===== config.mk =====
export PLATFORM = sky130hd
export DESIGN_NAME = swrq_alu
export DESIGN_NICKNAME = d
export VERILOG_FILES = /design/src/rtl/swrq_pkg.sv /design/src/rtl/swrq_alu.sv
export SDC_FILE = /design/constraint.sdc
export NUM_CORES = 1
export LEC_CHECK = 0
export BUFFER_PORTS_ARGS = -buffer_cell sky130_fd_sc_hd__buf_2
export CORE_MARGIN = 1
export CORE_UTILIZATION = 60
export DETAILED_ROUTE_END_ITERATION = 12
export GPL_TIMING_DRIVEN = 0
export PLACE_DENSITY = 0.86
export SLEW_MARGIN = 25
export SYNTH_ARGS = -nofsm -noshare
export SYNTH_HDL_FRONTEND = slang
export SYNTH_SLANG_ARGS = --single-unit

===== constraint.sdc =====
create_clock -name vclk -period 4.1
set_input_delay 0.41 -clock vclk [all_inputs]
set_output_delay 0.41 -clock vclk [all_outputs]
set_load 0.01 [all_outputs]

===== src/rtl/swrq_pkg.sv =====
// Shared types and constants for the split work-stealing ring queue.
// Used by the ALU and the top level; depends on nothing else.
package swrq_pkg;

    // Ring geometry and fixed field widths.
    localparam int SLOTS    = 1024;
    localparam int ADDR_W   = 10;
    localparam int CNT_W    = 11;
    localparam int CMD_W    = 4;
    localparam int STAT_W   = 2;
    localparam int DATA_W   = 64;

    // Command codes.
    localparam logic [CMD_W-1:0] CMD_PUSH        = 4'd0;
    localparam logic [CMD_W-1:0] CMD_POP         = 4'd1;
    localparam logic [CMD_W-1:0] CMD_RELEASE     = 4'd2;
    localparam logic [CMD_W-1:0] CMD_RELEASE_ALL = 4'd3;
    localparam logic [CMD_W-1:0] CMD_REACQUIRE   = 4'd4;
    localparam logic [CMD_W-1:0] CMD_STEAL       = 4'd5;
    localparam logic [CMD_W-1:0] CMD_READ_SLOT   = 4'd6;
    localparam logic [CMD_W-1:0] CMD_COPY_DONE   = 4'd7;
    localparam logic [CMD_W-1:0] CMD_RECLAIM     = 4'd8;

    // Status codes.
    localparam logic [STAT_W-1:0] ST_OK       = 2'd0;
    localparam logic [STAT_W-1:0] ST_EMPTY    = 2'd1;
    localparam logic [STAT_W-1:0] ST_WAIT     = 2'd2;
    localparam logic [STAT_W-1:0] ST_OVERFLOW = 2'd3;

    // Operations of the shared modular adder.
    typedef enum logic {
        ALU_ADD,
        ALU_SUB
    } alu_op_t;

endpackage


===== src/rtl/swrq_alu.sv =====
// Shared modular adder/subtractor: all ring pointer arithmetic runs through it.
// Depends on swrq_pkg.
module swrq_alu
    import swrq_pkg::*;
(
    input  alu_op_t          op,
    input  logic [CNT_W-1:0] a,
    input  logic [CNT_W-1:0] b,
    input  logic [CNT_W-1:0] capacity,
    output logic [CNT_W-1:0] y
);

    logic [CNT_W:0] sum;
    logic [CNT_W:0] diff;

    // Operands are below capacity, so one correction step reduces the result.
    always_comb
    begin
        sum  = {1'b0, a} + {1'b0, b};
        diff = {1'b0, a} - {1'b0, b};
        unique case (op)
            ALU_ADD:
            begin
                if (sum >= {1'b0, capacity})
                begin
                    sum = sum - {1'b0, capacity};
                end
                y = sum[CNT_W-1:0];
            end
            ALU_SUB:
            begin
                if (a < b)
                begin
                    diff = diff + {1'b0, capacity};
                end
                y = diff[CNT_W-1:0];
            end
        endcase
    end

endmodule


==> results.ini <==
[power_and_ir_drop]
swShare_pct=52.94
p_sw_mw=0.5058
internal_power_mw=0.4496
peakVddDrop_v=0.0001466
pwr-share-seq_pct=0
clkPwrFrac_pct=0
combPwrFrac_pct=100.0
pwr_density_cell_nw_per_um2=324.8
power_leakage_nw=1.495

[global_routing]
grt_pass1_vias=2326
grt_usage_pct=31.63
overflow=0
grt_max_degree=11
grt_pass1_wl_um=10470
antenna_found_initial=0

[logic_synthesis]
syn-num-nets=380
yosysTopAreaCellShare_pct=23.50
synth_cell_types=55
syn_inst=299
yosysSeqAreaShare_pct=0
synth_area_leaders=ha_1 23%, mux2i_1 10%, xnor2_1 7.7%, a21oi_1 6.1%, inv_1 5.9%
syn-cell-area_um2=2290
synth.avg_cell_area_um2=7.658
yosysWarnings=0
synth_top_area_cell=ha_1
synth_most_common_cell=ha_1
synthTopCellsByCount=43 x ha_1, 36 x inv_1, 28 x a21oi_1

[floorplanning]
die_h_um=63.78
core-area_um2=3661
ios=45
die_area_um2=4067
start_util_pct=62.54
rows=22
die_w_um=63.78

[worst_setup_path]
cp.required_ps=3690
path_cells=buf_2, inv_1, ha_1, nand2b_1, a21oi_2, a2111o_1, a41oi_2, xnor2_2, ha_1, nand4_1, nor2_1, a311o_1, o211a_4, nor2_4, buf_4, or3_1, a22oi_1, buf_2
slowest_stage=a2111o_1
max_stage_delay_ps=460
crit_path_end_kind=output pin
crit_type=primary input to output pin
crit_fanout=4
start_kind=primary input
cp.arrival_ps=3900

[finish]
seq_cell_count=0
area_growth_pct=28.47
seqCellArea_um2=0
drive_gt1_share_pct=28.88
nClkBuffers=0
diodes=0
fin_nets=450

[sta]
hold_violations=0
rsz0062_at_grt=yes
setup_ws_ps=-209.5
setup_tns_ps=-1553
max_freq_mhz=232.0
period_share_pct=105.1
final_max_slew_viol_count=0
slew_headroom_pct=57.06
min_period_ps=4309
setup_violations=11
worst_slew_pin_slew_ps=644.1
whs_ps=1227

[min_path]
holdPathEnd=y[0]
min_path_cells=4
hold_path_class=primary input to output pin
worstHoldStart=op

[routing]
wire_per_inst_um=18.03
wl_met3_um=656
drt_pre_antenna_iters=5
viasPerCell=6.528
drc=0
vias=2709
drt_iter0_drc=260
top_layer=met4
met2_length_um=3602
drtAntennaViolNets=0
routed_wl_um=7481
wl_met1_um=2923

[placement]
gp_congestion=0.9159
portBuffers=45
dp_hpwl_um=4590

[status]
violations=setup timing
status=complete, but fails checks

[run]
maxCapViolCount=0

## layer usage
metal	track usage [%]	vias to the layer above
met4	10.51	0
met5	0	-
met1	40.82	1257
met2	54.52	196
met3	3.036	36
li1	-	1220
## placed cells by master (no fill, tap or decap), types with 5 or more instances in the layout
master,synthesis,final
a21o_1,6,6
a21oi_1,28,24
buf_2,3,46
buf_4,1,23
buf_6,2,5
ha_1,43,38
ha_4,0,5
inv_1,36,35
mux2i_1,23,23
nand2_1,6,6
nand2b_1,8,8
nand3_1,5,5
nor2_1,18,14
nor3_1,6,6
o21a_1,6,6
o21ai_0,12,10
o21bai_1,7,6
xnor2_1,20,15
xnor2_2,0,5
xor2_1,8,8
## worst max-delay path by stage
stage	startpoint	end	depth (start not counted)
floorplan	b[2]	y[0]	17
global placement	b[1]	y[5]	18
detailed placement	b[1]	y[3]	18
CTS	a[0]	y[9]	16
global route	b[1]	y[9]	18
finish	b[1]	y[9]	18
## power groups by stage
stage                     combinational [mW]  clock, mW  sequential (mW)
after CTS                              0.836          0                0
after global placement                 0.719          0                0
after floorplan                        0.564          0                0
after detailed placement               0.734          0                0
after global routing                    1.01          0                0
final                                  0.955          0                0
## logic make-up (layout without fill, tap and decap cells)
| family | Yosys count | count (layout) | share of synthesized area, % |
|---|---|---|---|
| xor+xnor | 29 | 29 | 11.69 |
| mux | 23 | 23 | 10.05 |
| simple gates | 62 | 62 | 14.48 |
| compound gates | 93 | 93 | 28.36 |
| fa+ha+maj | 47 | 47 | 26.99 |
| buf+inv | 45 | 113 | 8.415 |
## what timing repair did
item | in CTS | in global routing
setup buffers | 16 | 7
pin swaps | 22 | 19
setup endpoints to repair | 11 | 11
gates cloned | 1 | 0
hold buffers | 0 | 0
resized for setup | 24 | 15
## worst max-delay path, delay by kind of cell
family	cells	cell delay (ps)
adder cells (fa/ha/maj)	2	650
XOR/XNOR	1	110
AND/OR/NAND/NOR	5	820
AO/OA/AOI/OAI	6	1390
buffers and inverters	4	530
## final cells by class
| cell class | count | area (µm²) |
|---|---|---|
| inverters | 37 | 138.9 |
| multi-input cells | 254 | 2275 |
| fillers | 240 | 719.4 |
| repair buffers | 68 | 407.9 |
| well taps | 48 | 60.06 |
| plain buffers | 8 | 60.06 |
## stage by stage
stage	util, %	power, mW	instances	instance area, µm²	setup slack, ps
2_1_floorplan	-	0.5637	299	2290	208.2
3_3_place_gp	70.33	0.7190	392	2575	-348.5
3_5_place_dp	70.33	0.7343	392	2575	-351.2
4_1_cts	76.83	0.8360	409	2813	6.402
5_1_grt	80.35	1.011	415	2942	-262.1
6_report	80.35	0.9554	415	2942	-209.5
Power figures use the tool's default switching activity.
